===== config.mk =====
export PLATFORM = sky130hd
export DESIGN_NAME = tilt_kalman_filter_core
export DESIGN_NICKNAME = d
export VERILOG_FILES = /design/src/sv/tkf_pkg.sv /design/src/sv/tilt_kalman_filter_core.sv /design/src/sv/tkf_div.sv /design/src/sv/tkf_dp.sv /design/src/sv/tkf_ctrl.sv
export VERILOG_INCLUDE_DIRS = /design/src /design/src/sv
export SDC_FILE = /design/constraint.sdc
export NUM_CORES = 2
export LEC_CHECK = 0
export BUFFER_PORTS_ARGS = -buffer_cell sky130_fd_sc_hd__buf_2
export CORE_UTILIZATION = 40
export DETAILED_ROUTE_END_ITERATION = 12
export PLACE_DENSITY = 0.62
export RECOVER_POWER = 25
export SLEW_MARGIN = 0
export SYNTH_ARGS = -nofsm -noshare
export SYNTH_HDL_FRONTEND = slang
export SYNTH_SLANG_ARGS = --single-unit

===== constraint.sdc =====
create_clock -name clk_i -period 21.5 [get_ports clk_i]
set_input_delay 1.075 -clock clk_i [delete_from_list [all_inputs] [get_ports clk_i]]
set_output_delay 1.075 -clock clk_i [all_outputs]
set_load 0.01 [all_outputs]

===== src/sv/tilt_kalman_filter_core_macros.svh =====
// Assertion macros shared by the tilt Kalman filter RTL.
`ifndef TILT_KALMAN_FILTER_CORE_MACROS_SVH
`define TILT_KALMAN_FILTER_CORE_MACROS_SVH
`ifndef ASSERT_OFF
`define TKF_ASSERT(lbl, prop, msg) \
  lbl: assert property (@(posedge clk_i) disable iff (!rst_ni) prop) else $error(msg);
`define TKF_ASSERT_NEVER(lbl, cond, msg) \
  lbl: assert property (@(posedge clk_i) disable iff (!rst_ni) !(cond)) else $error(msg);
`else
`define TKF_ASSERT(lbl, prop, msg)
`define TKF_ASSERT_NEVER(lbl, cond, msg)
`endif
`endif


===== src/sv/tkf_pkg.sv =====
// Types, constants and helper functions of the tilt Kalman filter.
package tkf_pkg;

  localparam int unsigned DW = 32;
  localparam int unsigned CW = 31;

  localparam logic [CW-1:0] APN_RST = 31'd1073742;
  localparam logic [CW-1:0] BPN_RST = 31'd3221225;
  localparam logic [CW-1:0] MN_RST  = 31'd719407022;
  localparam logic [CW-1:0] DT_RST  = 31'd5368709;
  localparam logic signed [DW-1:0] Q30_ONE = 32'sh4000_0000;

  localparam logic [3:0] LAST_PRED_STEP = 4'd4;
  localparam logic [3:0] LAST_STEP      = 4'd10;

  typedef enum logic [1:0] {
    REG_APN = 2'd0,
    REG_BPN = 2'd1,
    REG_MN  = 2'd2,
    REG_DT  = 2'd3
  } reg_idx_e;

  typedef enum logic [2:0] {
    A_DIFF, A_PDOT, A_BB, A_BPN, A_K0, A_K1
  } a_sel_e;

  typedef enum logic [1:0] {
    B_DT, B_AA, B_AB, B_ERR
  } b_sel_e;

  typedef enum logic [2:0] {
    D_ANGLE, D_BIAS, D_AA, D_AB, D_BA, D_BB
  } dest_e;

  typedef enum logic [2:0] {
    ST_IDLE, ST_MUL, ST_ACC, ST_DIV, ST_DIVW, ST_DONE
  } ctrl_state_e;

  typedef struct packed {
    a_sel_e a_sel;
    b_sel_e b_sel;
    dest_e  dest;
    logic   sub;
  } mop_t;

  typedef struct packed {
    logic       capture;
    logic       mul_en;
    logic       acc_en;
    logic [3:0] step;
    logic       div_start;
    logic       div_sel;
    logic       out_load;
  } cmd_t;

  typedef struct packed {
    logic div_done;
  } status_t;

  // Multiply-accumulate program: predict steps first, then the update steps.
  // The update steps are ordered so that every operand is still the old value.
  function automatic mop_t mop_lookup(input logic [3:0] step);
    mop_t m;
    begin
      unique case (step)
        4'd0:    m = '{a_sel: A_DIFF, b_sel: B_DT,  dest: D_ANGLE, sub: 1'b0};
        4'd1:    m = '{a_sel: A_PDOT, b_sel: B_DT,  dest: D_AA,    sub: 1'b0};
        4'd2:    m = '{a_sel: A_BB,   b_sel: B_DT,  dest: D_AB,    sub: 1'b1};
        4'd3:    m = '{a_sel: A_BB,   b_sel: B_DT,  dest: D_BA,    sub: 1'b1};
        4'd4:    m = '{a_sel: A_BPN,  b_sel: B_DT,  dest: D_BB,    sub: 1'b0};
        4'd5:    m = '{a_sel: A_K1,   b_sel: B_AA,  dest: D_BA,    sub: 1'b1};
        4'd6:    m = '{a_sel: A_K1,   b_sel: B_AB,  dest: D_BB,    sub: 1'b1};
        4'd7:    m = '{a_sel: A_K0,   b_sel: B_AA,  dest: D_AA,    sub: 1'b1};
        4'd8:    m = '{a_sel: A_K0,   b_sel: B_AB,  dest: D_AB,    sub: 1'b1};
        4'd9:    m = '{a_sel: A_K1,   b_sel: B_ERR, dest: D_BIAS,  sub: 1'b0};
        4'd10:   m = '{a_sel: A_K0,   b_sel: B_ERR, dest: D_ANGLE, sub: 1'b0};
        default: m = '{a_sel: A_DIFF, b_sel: B_DT,  dest: D_ANGLE, sub: 1'b0};
      endcase
      return m;
    end
  endfunction

  function automatic logic signed [DW-1:0] sat32(input logic signed [35:0] v);
    logic signed [35:0] maxv;
    logic signed [35:0] minv;
    begin
      maxv = 36'sd2147483647;
      minv = -36'sd2147483648;
      if (v > maxv) begin
        return 32'sh7fff_ffff;
      end else if (v < minv) begin
        return 32'sh8000_0000;
      end
      return v[DW-1:0];
    end
  endfunction

endpackage


===== src/sv/tilt_kalman_filter_core.sv =====
// Top level of the two-state tilt Kalman filter (angle and gyro bias).
//
//   Channel   Signals                                   Direction
//   input     in_valid_i, in_ready_o, angle_meas_i,     sample in
//             gyro_rate_i
//   output    out_valid_o, out_ready_i, angle_est_o,    estimate out
//             rate_est_o
//   config    cfg_we_i, cfg_addr_i, cfg_wdata_i         register write
//
// Each sample runs the predict steps, the two gain divisions and the update
// steps, and no new sample is accepted until it is through; a gain that
// saturates or a zero innovation variance skips the bit-serial loop. The
// bit-serial divider (start and hand-off per gain, two gains) sets most of
// the sample time; the eleven multiply-accumulate steps on the single shared
// multiplier each run a multiply state and then an accumulate state.
// Reset loads the default noise, period and covariance values at once.
// A finished estimate waits in the output register while the next sample
// is accepted; only the next result's hand-off stalls on a full output register.
module tilt_kalman_filter_core (
  input  logic                clk_i,
  input  logic                rst_ni,
  input  logic                in_valid_i,
  output logic                in_ready_o,
  input  logic signed [31:0]  angle_meas_i,
  input  logic signed [31:0]  gyro_rate_i,
  output logic                out_valid_o,
  input  logic                out_ready_i,
  output logic signed [31:0]  angle_est_o,
  output logic signed [31:0]  rate_est_o,
  input  logic                cfg_we_i,
  input  logic [1:0]          cfg_addr_i,
  input  logic [30:0]         cfg_wdata_i
);
  import tkf_pkg::*;

  // Commands flow from the sequencer to the datapath; the datapath only
  // reports back when a gain division has finished.
  cmd_t    cmd;
  status_t status;

  tkf_ctrl u_ctrl (
    .clk_i       (clk_i),
    .rst_ni      (rst_ni),
    .in_valid_i  (in_valid_i),
    .in_ready_o  (in_ready_o),
    .out_valid_o (out_valid_o),
    .out_ready_i (out_ready_i),
    .status_i    (status),
    .cmd_o       (cmd)
  );

  // The datapath holds the configuration registers, the filter state and
  // the result register of the output transaction.
  tkf_dp u_dp (
    .clk_i        (clk_i),
    .rst_ni       (rst_ni),
    .cfg_we_i     (cfg_we_i),
    .cfg_addr_i   (cfg_addr_i),
    .cfg_wdata_i  (cfg_wdata_i),
    .angle_meas_i (angle_meas_i),
    .gyro_rate_i  (gyro_rate_i),
    .cmd_i        (cmd),
    .status_o     (status),
    .angle_est_o  (angle_est_o),
    .rate_est_o   (rate_est_o)
  );

endmodule


===== src/sv/tkf_div.sv =====
// Bit-serial signed divider that forms one Q2.30 gain, saturated to 32 bits.
module tkf_div (
  input  logic                clk_i,
  input  logic                rst_ni,
  input  logic                start_i,
  input  logic signed [31:0]  num_i,
  input  logic signed [32:0]  den_i,
  output logic                done_o,
  output logic signed [31:0]  quot_o
);
  import tkf_pkg::*;

  logic [31:0] mag_n;
  logic [32:0] mag_e;
  logic        neg;
  logic        ovf;
  logic        busy_q;
  logic        done_q;
  logic [4:0]  cnt_q;
  logic [32:0] rem_q;
  logic [30:0] quo_q;
  logic        neg_q;
  logic        nlsb_q;
  logic [32:0] den_q;
  logic signed [31:0] quot_q;
  logic [33:0] shifted;
  logic        qbit;
  logic [30:0] quo_next;
  logic [33:0] diff;

  always_comb begin
    mag_n = num_i[31] ? 32'(-num_i) : 32'(num_i);
    mag_e = den_i[32] ? 33'(-den_i) : 33'(den_i);
    neg   = num_i[31] ^ den_i[32];
    // The quotient reaches 2^31 exactly when |num| >= 2 * |den|.
    ovf   = {2'b00, mag_n} >= {mag_e, 1'b0};
    shifted  = {rem_q, (cnt_q == 5'd0) ? nlsb_q : 1'b0};
    diff     = shifted - {1'b0, den_q};
    qbit     = shifted >= {1'b0, den_q};
    quo_next = {quo_q[29:0], qbit};
  end

  always_ff @(posedge clk_i or negedge rst_ni) begin
    if (!rst_ni) begin
      busy_q <= 1'b0;
      done_q <= 1'b0;
      cnt_q  <= '0;
    end else begin
      done_q <= 1'b0;
      if (start_i) begin
        cnt_q <= '0;
        if (den_i == '0 || ovf) begin
          done_q <= 1'b1;
        end else begin
          busy_q <= 1'b1;
        end
      end else if (busy_q) begin
        cnt_q <= cnt_q + 5'd1;
        if (cnt_q == 5'd30) begin
          busy_q <= 1'b0;
          done_q <= 1'b1;
        end
      end
    end
  end

  always_ff @(posedge clk_i) begin
    if (start_i) begin
      rem_q  <= {2'b00, mag_n[31:1]};
      nlsb_q <= mag_n[0];
      den_q  <= mag_e;
      neg_q  <= neg;
      quo_q  <= '0;
      if (den_i == '0) begin
        quot_q <= '0;
      end else if (ovf) begin
        quot_q <= neg ? 32'sh8000_0000 : 32'sh7fff_ffff;
      end
    end else if (busy_q) begin
      quo_q <= quo_next;
      if (qbit) begin
        rem_q <= diff[32:0];
      end else begin
        rem_q <= shifted[32:0];
      end
      if (cnt_q == 5'd30) begin
        quot_q <= neg_q ? -$signed({1'b0, quo_next}) : $signed({1'b0, quo_next});
      end
    end
  end

  assign done_o = done_q;
  assign quot_o = quot_q;

endmodule


===== src/sv/tkf_dp.sv =====
// Datapath: registers, state, shared multiplier, accumulator and gain divider.
module tkf_dp (
  input  logic                clk_i,
  input  logic                rst_ni,
  input  logic                cfg_we_i,
  input  logic [1:0]          cfg_addr_i,
  input  logic [30:0]         cfg_wdata_i,
  input  logic signed [31:0]  angle_meas_i,
  input  logic signed [31:0]  gyro_rate_i,
  input  tkf_pkg::cmd_t       cmd_i,
  output tkf_pkg::status_t    status_o,
  output logic signed [31:0]  angle_est_o,
  output logic signed [31:0]  rate_est_o
);
  import tkf_pkg::*;

  logic [CW-1:0] apn_q, bpn_q, mn_q, dt_q;
  logic signed [DW-1:0] angle_q, bias_q, aa_q, ab_q, ba_q, bb_q;
  logic signed [DW-1:0] meas_q, gyro_q, k0_q, k1_q;
  logic signed [DW-1:0] angle_est_q, rate_est_q;
  logic signed [63:0]   prod_q;
  logic signed [63:0]   prod_r;
  logic signed [33:0]   rmul_v;
  logic signed [DW-1:0] diff, pdot, err, opa, opb, base, acc_val;
  logic signed [35:0]   sum;
  logic signed [DW-1:0] div_num;
  logic signed [32:0]   div_den;
  logic signed [DW-1:0] div_quot;
  logic                 div_done;
  mop_t                 mop;

  always_comb begin
    diff = sat32(36'(gyro_q) - 36'(bias_q));
    pdot = sat32($signed({5'b0, apn_q}) - 36'(ab_q) - 36'(ba_q));
    err  = sat32(36'(meas_q) - 36'(angle_q));
    mop  = mop_lookup(cmd_i.step);

    case (mop.a_sel)
      A_DIFF:  opa = diff;
      A_PDOT:  opa = pdot;
      A_BB:    opa = bb_q;
      A_BPN:   opa = $signed({1'b0, bpn_q});
      A_K0:    opa = k0_q;
      A_K1:    opa = k1_q;
      default: opa = diff;
    endcase

    case (mop.b_sel)
      B_DT:    opb = $signed({1'b0, dt_q});
      B_AA:    opb = aa_q;
      B_AB:    opb = ab_q;
      B_ERR:   opb = err;
      default: opb = err;
    endcase

    case (mop.dest)
      D_ANGLE: base = angle_q;
      D_BIAS:  base = bias_q;
      D_AA:    base = aa_q;
      D_AB:    base = ab_q;
      D_BA:    base = ba_q;
      D_BB:    base = bb_q;
      default: base = angle_q;
    endcase

    // Round half up, then floor by 2^30.
    prod_r  = prod_q + 64'sd536870912;
    rmul_v  = $signed(prod_r[63:30]);
    sum     = mop.sub ? (36'(base) - 36'(rmul_v)) : (36'(base) + 36'(rmul_v));
    acc_val = sat32(sum);

    div_num = cmd_i.div_sel ? ba_q : aa_q;
    div_den = $signed({2'b00, mn_q}) + 33'(aa_q);
  end

  always_ff @(posedge clk_i or negedge rst_ni) begin
    if (!rst_ni) begin
      apn_q   <= APN_RST;
      bpn_q   <= BPN_RST;
      mn_q    <= MN_RST;
      dt_q    <= DT_RST;
      angle_q <= '0;
      bias_q  <= '0;
      aa_q    <= Q30_ONE;
      ab_q    <= '0;
      ba_q    <= '0;
      bb_q    <= Q30_ONE;
    end else begin
      if (cfg_we_i) begin
        unique case (reg_idx_e'(cfg_addr_i))
          REG_APN: apn_q <= cfg_wdata_i;
          REG_BPN: bpn_q <= cfg_wdata_i;
          REG_MN:  mn_q  <= cfg_wdata_i;
          REG_DT:  dt_q  <= cfg_wdata_i;
          default: ;
        endcase
      end
      if (cmd_i.acc_en) begin
        case (mop.dest)
          D_ANGLE: angle_q <= acc_val;
          D_BIAS:  bias_q  <= acc_val;
          D_AA:    aa_q    <= acc_val;
          D_AB:    ab_q    <= acc_val;
          D_BA:    ba_q    <= acc_val;
          D_BB:    bb_q    <= acc_val;
          default: ;
        endcase
      end
    end
  end

  always_ff @(posedge clk_i) begin
    if (cmd_i.capture) begin
      meas_q <= angle_meas_i;
      gyro_q <= gyro_rate_i;
    end
    if (cmd_i.mul_en) begin
      prod_q <= 64'(opa) * 64'(opb);
    end
    if (div_done) begin
      if (cmd_i.div_sel) begin
        k1_q <= div_quot;
      end else begin
        k0_q <= div_quot;
      end
    end
    if (cmd_i.out_load) begin
      angle_est_q <= angle_q;
      rate_est_q  <= diff;
    end
  end

  tkf_div u_div (
    .clk_i   (clk_i),
    .rst_ni  (rst_ni),
    .start_i (cmd_i.div_start),
    .num_i   (div_num),
    .den_i   (div_den),
    .done_o  (div_done),
    .quot_o  (div_quot)
  );

  assign status_o.div_done = div_done;
  assign angle_est_o = angle_est_q;
  assign rate_est_o  = rate_est_q;

endmodule


===== src/sv/tkf_ctrl.sv =====
// Controller: sequences the predict steps, the two gain divisions and the update.
`include "tilt_kalman_filter_core_macros.svh"
module tkf_ctrl (
  input  logic             clk_i,
  input  logic             rst_ni,
  input  logic             in_valid_i,
  output logic             in_ready_o,
  output logic             out_valid_o,
  input  logic             out_ready_i,
  input  tkf_pkg::status_t status_i,
  output tkf_pkg::cmd_t    cmd_o
);
  import tkf_pkg::*;

  ctrl_state_e state_q, state_d;
  logic [3:0]  step_q, step_d;
  logic        div_sel_q, div_sel_d;
  logic        out_valid_q, out_valid_d;
  logic        div_done_i;

  assign div_done_i = status_i.div_done;

  always_ff @(posedge clk_i or negedge rst_ni) begin
    if (!rst_ni) begin
      state_q     <= ST_IDLE;
      step_q      <= '0;
      div_sel_q   <= 1'b0;
      out_valid_q <= 1'b0;
    end else begin
      state_q     <= state_d;
      step_q      <= step_d;
      div_sel_q   <= div_sel_d;
      out_valid_q <= out_valid_d;
    end
  end

  always_comb begin
    state_d   = state_q;
    step_d    = step_q;
    div_sel_d = div_sel_q;
    cmd_o     = '0;
    cmd_o.step    = step_q;
    cmd_o.div_sel = div_sel_q;
    in_ready_o    = 1'b0;

    unique case (state_q)
      ST_IDLE: begin
        in_ready_o = 1'b1;
        if (in_valid_i) begin
          cmd_o.capture = 1'b1;
          step_d  = '0;
          state_d = ST_MUL;
        end
      end
      ST_MUL: begin
        cmd_o.mul_en = 1'b1;
        state_d = ST_ACC;
      end
      ST_ACC: begin
        cmd_o.acc_en = 1'b1;
        if (step_q == LAST_STEP) begin
          state_d = ST_DONE;
        end else begin
          step_d = step_q + 4'd1;
          if (step_q == LAST_PRED_STEP) begin
            div_sel_d = 1'b0;
            state_d   = ST_DIV;
          end else begin
            state_d = ST_MUL;
          end
        end
      end
      ST_DIV: begin
        cmd_o.div_start = 1'b1;
        state_d = ST_DIVW;
      end
      ST_DIVW: begin
        if (div_done_i) begin
          if (!div_sel_q) begin
            div_sel_d = 1'b1;
            state_d   = ST_DIV;
          end else begin
            state_d = ST_MUL;
          end
        end
      end
      ST_DONE: begin
        if (!out_valid_q || out_ready_i) begin
          cmd_o.out_load = 1'b1;
          state_d = ST_IDLE;
        end
      end
      default: state_d = ST_IDLE;
    endcase

    if (cmd_o.out_load) begin
      out_valid_d = 1'b1;
    end else if (out_ready_i) begin
      out_valid_d = 1'b0;
    end else begin
      out_valid_d = out_valid_q;
    end
  end

  assign out_valid_o = out_valid_q;

  `TKF_ASSERT(a_accept_starts, in_valid_i && in_ready_o |=> state_q == ST_MUL && step_q == '0, "accepted sample did not start the predict sequence")
  `TKF_ASSERT(a_div_after_pred, state_q == ST_ACC && step_q == LAST_PRED_STEP |=> state_q == ST_DIV, "gain division did not follow the predict steps")
  `TKF_ASSERT_NEVER(a_done_out_of_wait, div_done_i && state_q != ST_DIVW, "divider finished while no division was pending")
  `TKF_ASSERT_NEVER(a_step_range, step_q > LAST_STEP, "step counter ran past the program")

endmodule

==> results.py <==
metrics = {
    "status": {
        "status": "finished with violations",
        "violations": "max-capacitance violations, max-slew violations",
    },
    "logic_synthesis": {
        "synth_edf_count": 325,
        "syn_inst": 8604,
        "async_reset_ff_share_pct": 48.19,
        "yosysSeqAreaShare_pct": 23.56,
        "synth_fp_nets": 10250,
        "avgSynthCellArea_um2": 9.261,
        "yosysTopAreaCell": "fa_1",
        "yosys-top-cells-area": "fa_1, edfxtp_1, dfrtp_1",
        "synthesis.area_mm2": 0.07968,
        "synthFlopType": "edfxtp_1",
        "yosysWarnings": 0,
        "ys_seq_elements": 689,
        "yosys.area.top_type_share_pct": 28.06,
        "synth_cell_type_count": 105,
    },
    "worst_setup_path": {
        "cp_num_buf_inv": 9,
        "crit_type": "flop to flop",
        "worstPathRequired_ns": 21.95,
        "endpoint_kind": "flop",
        "cpMostUsedCell": "fa_1",
        "crit_slowest_cell": "or3_1",
        "crit_fanout": 22,
        "crit_family": "adder cells",
        "start_kind": "flop",
        "slowest_delay_ns": 0.81,
        "arrival_ns": 14.53,
    },
    "drt": {
        "drtPass1Iterations": 8,
        "ant_nets": 0,
        "num_vias": 65690,
        "detail_route.iter0.violations": 6688,
        "wl_per_cell_um": 27.61,
        "drc": 0,
        "drt_wl_total_um": 314000,
        "viasPerCell": 5.776,
    },
    "clock_network": {
        "cts_root_buf": "clkbuf_16",
        "ctsResizeCount": 0,
        "cts_hold_buf": 0,
        "htree_num_levels": 3,
        "post_cts_buffers": 0,
        "cts.sinks": 689,
        "numCtsBuffers": 80,
        "clock_latency_ns": 0.75,
        "cts_tree": "yes",
        "cts.path.max_buffers": 3,
        "cts.clk_slew.worst_paths_ns": 0.06,
    },
    "global_route": {
        "grt_pass1_wl_um": 453800,
        "grtUsageTotal_pct": 31.25,
        "grt_pass1_vias": 66080,
        "grt_overflow": 0,
        "antenna_found_initial": 17,
        "grt_max_degree": 81,
    },
    "timing": {
        "final-setup-viol-count": 0,
        "maxSlewHeadroom_pct": -167.6,
        "rsz0062_at_grt": "false",
        "tightest_slew_ns": 4.013,
        "min_period_ns": 14.07,
        "slew_viol_final": 299,
        "tns_ns": 0,
        "fin_crit_sh_pct": 65.45,
        "hold_slack_ns": 0.4433,
        "finClkSkew_ns": 0.06993,
        "fmax_mhz": 71.06,
        "hold_viol": 0,
    },
    "die": {
        "num_io_pins": 168,
        "core_mm2": 0.1976,
        "die_area_mm2": 0.2010,
        "die_h_um": 448.3,
        "die_w_um": 448.3,
        "initial_core_util_pct": 40.32,
        "row_count": 163,
    },
    "hold_path": {
        "hp-class": "flop to flop",
    },
    "final_layout": {
        "syn_to_final_growth_pct": 9.238,
        "fin_util_pct": 44.04,
        "num-fill-cells": 19030,
        "nets": 10300,
        "drive_gt1_share_pct": 9.391,
    },
    "run": {
        "cap_violations": 7,
    },
    "placement": {
        "portBuffers": 167,
        "place.gp.congestion": 1.045,
        "post-dp-hpwl_um": 242600,
    },
}
-- final timing paths --
kind / depth (start not counted) / slack [ns] / end / from
worst max-delay path: 44 / 7.43 / u_dp.prod_q[59]$_DFFE_PP_ / u_dp.ba_q[16]$_DFFE_PN0P_
worst min-delay path: 0 / 0.44 / u_dp.k1_q[28]$_DFFE_PP_ / u_dp.u_div.quot_o[28]$_DFFE_PP_
worst max register to register: 44 / 7.43 / u_dp.prod_q[59]$_DFFE_PP_ / u_dp.ba_q[16]$_DFFE_PN0P_
worst min register to register: 0 / 0.44 / u_dp.k1_q[28]$_DFFE_PP_ / u_dp.u_div.quot_o[28]$_DFFE_PP_
max in group asynchronous: 3 / 14.21 / u_dp.ba_q[6]$_DFFE_PN0P_ / rst_ni
min in group asynchronous: 1 / 1.67 / u_dp.aa_q[26]$_DFFE_PN0P_ / rst_ni
-- cell families (layout without fill, tap and decap cells) --
kind of cell | count (synthesis) | count (layout) | share of synthesized area, %
other | 1 | 13 | 0.004706
and+or+nand+nor | 2350 | 2350 | 12.98
AOI/OAI and AO/OA | 1598 | 1598 | 12.71
muxes | 253 | 253 | 3.423
xor gates and xnor gates | 374 | 374 | 4.120
buffers and inverters | 1800 | 1917 | 8.517
DFF | 689 | 689 | 23.56
adders and majority gates | 1539 | 1539 | 34.69
-- state kept, by name, summed over array words and instances (netlist names), 30 cells and up --
signal and cells:
u_dp.angle_q 32, u_dp.bb_q 32, u_dp.meas_q 32, u_dp.u_div.quot_o 32, u_dp.ab_q 32, u_dp.prod_q 35
u_dp.u_div.den_q 33, u_dp.rate_est_o 32, u_dp.u_div.quo_q 30, u_dp.gyro_q 32, u_dp.u_div.rem_q 33, u_dp.bpn_q 31
u_dp.angle_est_o 32, u_dp.aa_q 32, u_dp.bias_q 32, u_dp.mn_q 31, u_dp.dt_q 31, u_dp.ba_q 32
u_dp.k1_q 32, u_dp.k0_q 32, u_dp.apn_q 31
-- layout make-up --
cell class | instances | area (um^2) | share of cell area (%)
Inverter | 1406 | 5279 | 6.065
Clock buffer | 110 | 2330 | 2.677
Clock inverter | 39 | 490.5 | 0.5635
Sequential cell | 689 | 18770 | 21.57
Multi-Input combinational cell | 6115 | 54600 | 62.72
Antenna cell | 12 | 30.03 | 0.03450
Tap cell | 2640 | 3303 | 3.795
Timing Repair Buffer | 362 | 2242 | 2.576
-- layer usage --
layer  vias to the layer above  routed length, um  GRT usage (%)
li1                      28080                  -              -
met1                     33360             123900          40.40
met2                      3379             136900          47.70
met3                       863              31010          7.413
met4                        10              22190          18.30
met5                         -                 59              0
-- metrics by stage --
step	std cells	setup WS (ns)	cell area (um^2)
finish	11370	7.428	87040
global route	11370	6.981	87020
CTS	11360	7.662	87090
detailed placement	11210	7.719	84270
global placement	11210	7.992	84270
floorplan	8604	9.594	79680
-- synthesized netlist by cell type, types with 156 or more instances --
cell type,number
inv_1,1403
fa_1,1117
nor2_1,925
nand2_1,795
a21oi_1,607
ha_1,422
clkbuf_1,337
edfxtp_1,325
dfrtp_1,283
o21ai_0,258
xnor2_1,215
a21o_1,165
xor2_1,158
mux2_2,156
-- cells in the final DEF, fill, tap and decap left out, types with 26 or more instances in the layout --
cell,instances
nor3_1,73
and2_1,62
o21ai_0,252
xnor2_1,215
ha_1,422
nand2b_1,97
dfstp_2,49
xor2_1,158
mux2i_1,97
clkbuf_16,84
fa_1,1117
mux2_2,156
edfxtp_1,325
a31oi_1,68
dfrtp_1,281
buf_4,183
or2_2,26
a211oi_1,32
nand3_1,89
o21bai_1,35
and3_1,32
nor2_1,924
o22ai_1,28
clkbuf_1,35
a21o_1,165
nand2_1,793
nand4_1,59
nor2b_1,72
dfxtp_1,32
o22a_1,27
o21a_1,39
a21oi_1,602
inv_1,1403
buf_2,157
or3_1,33
a221oi_1,54
Power is left out: the tool's default activity adds up to more than one toggle a clock period on the data nets, which glitch-free logic cannot reach.
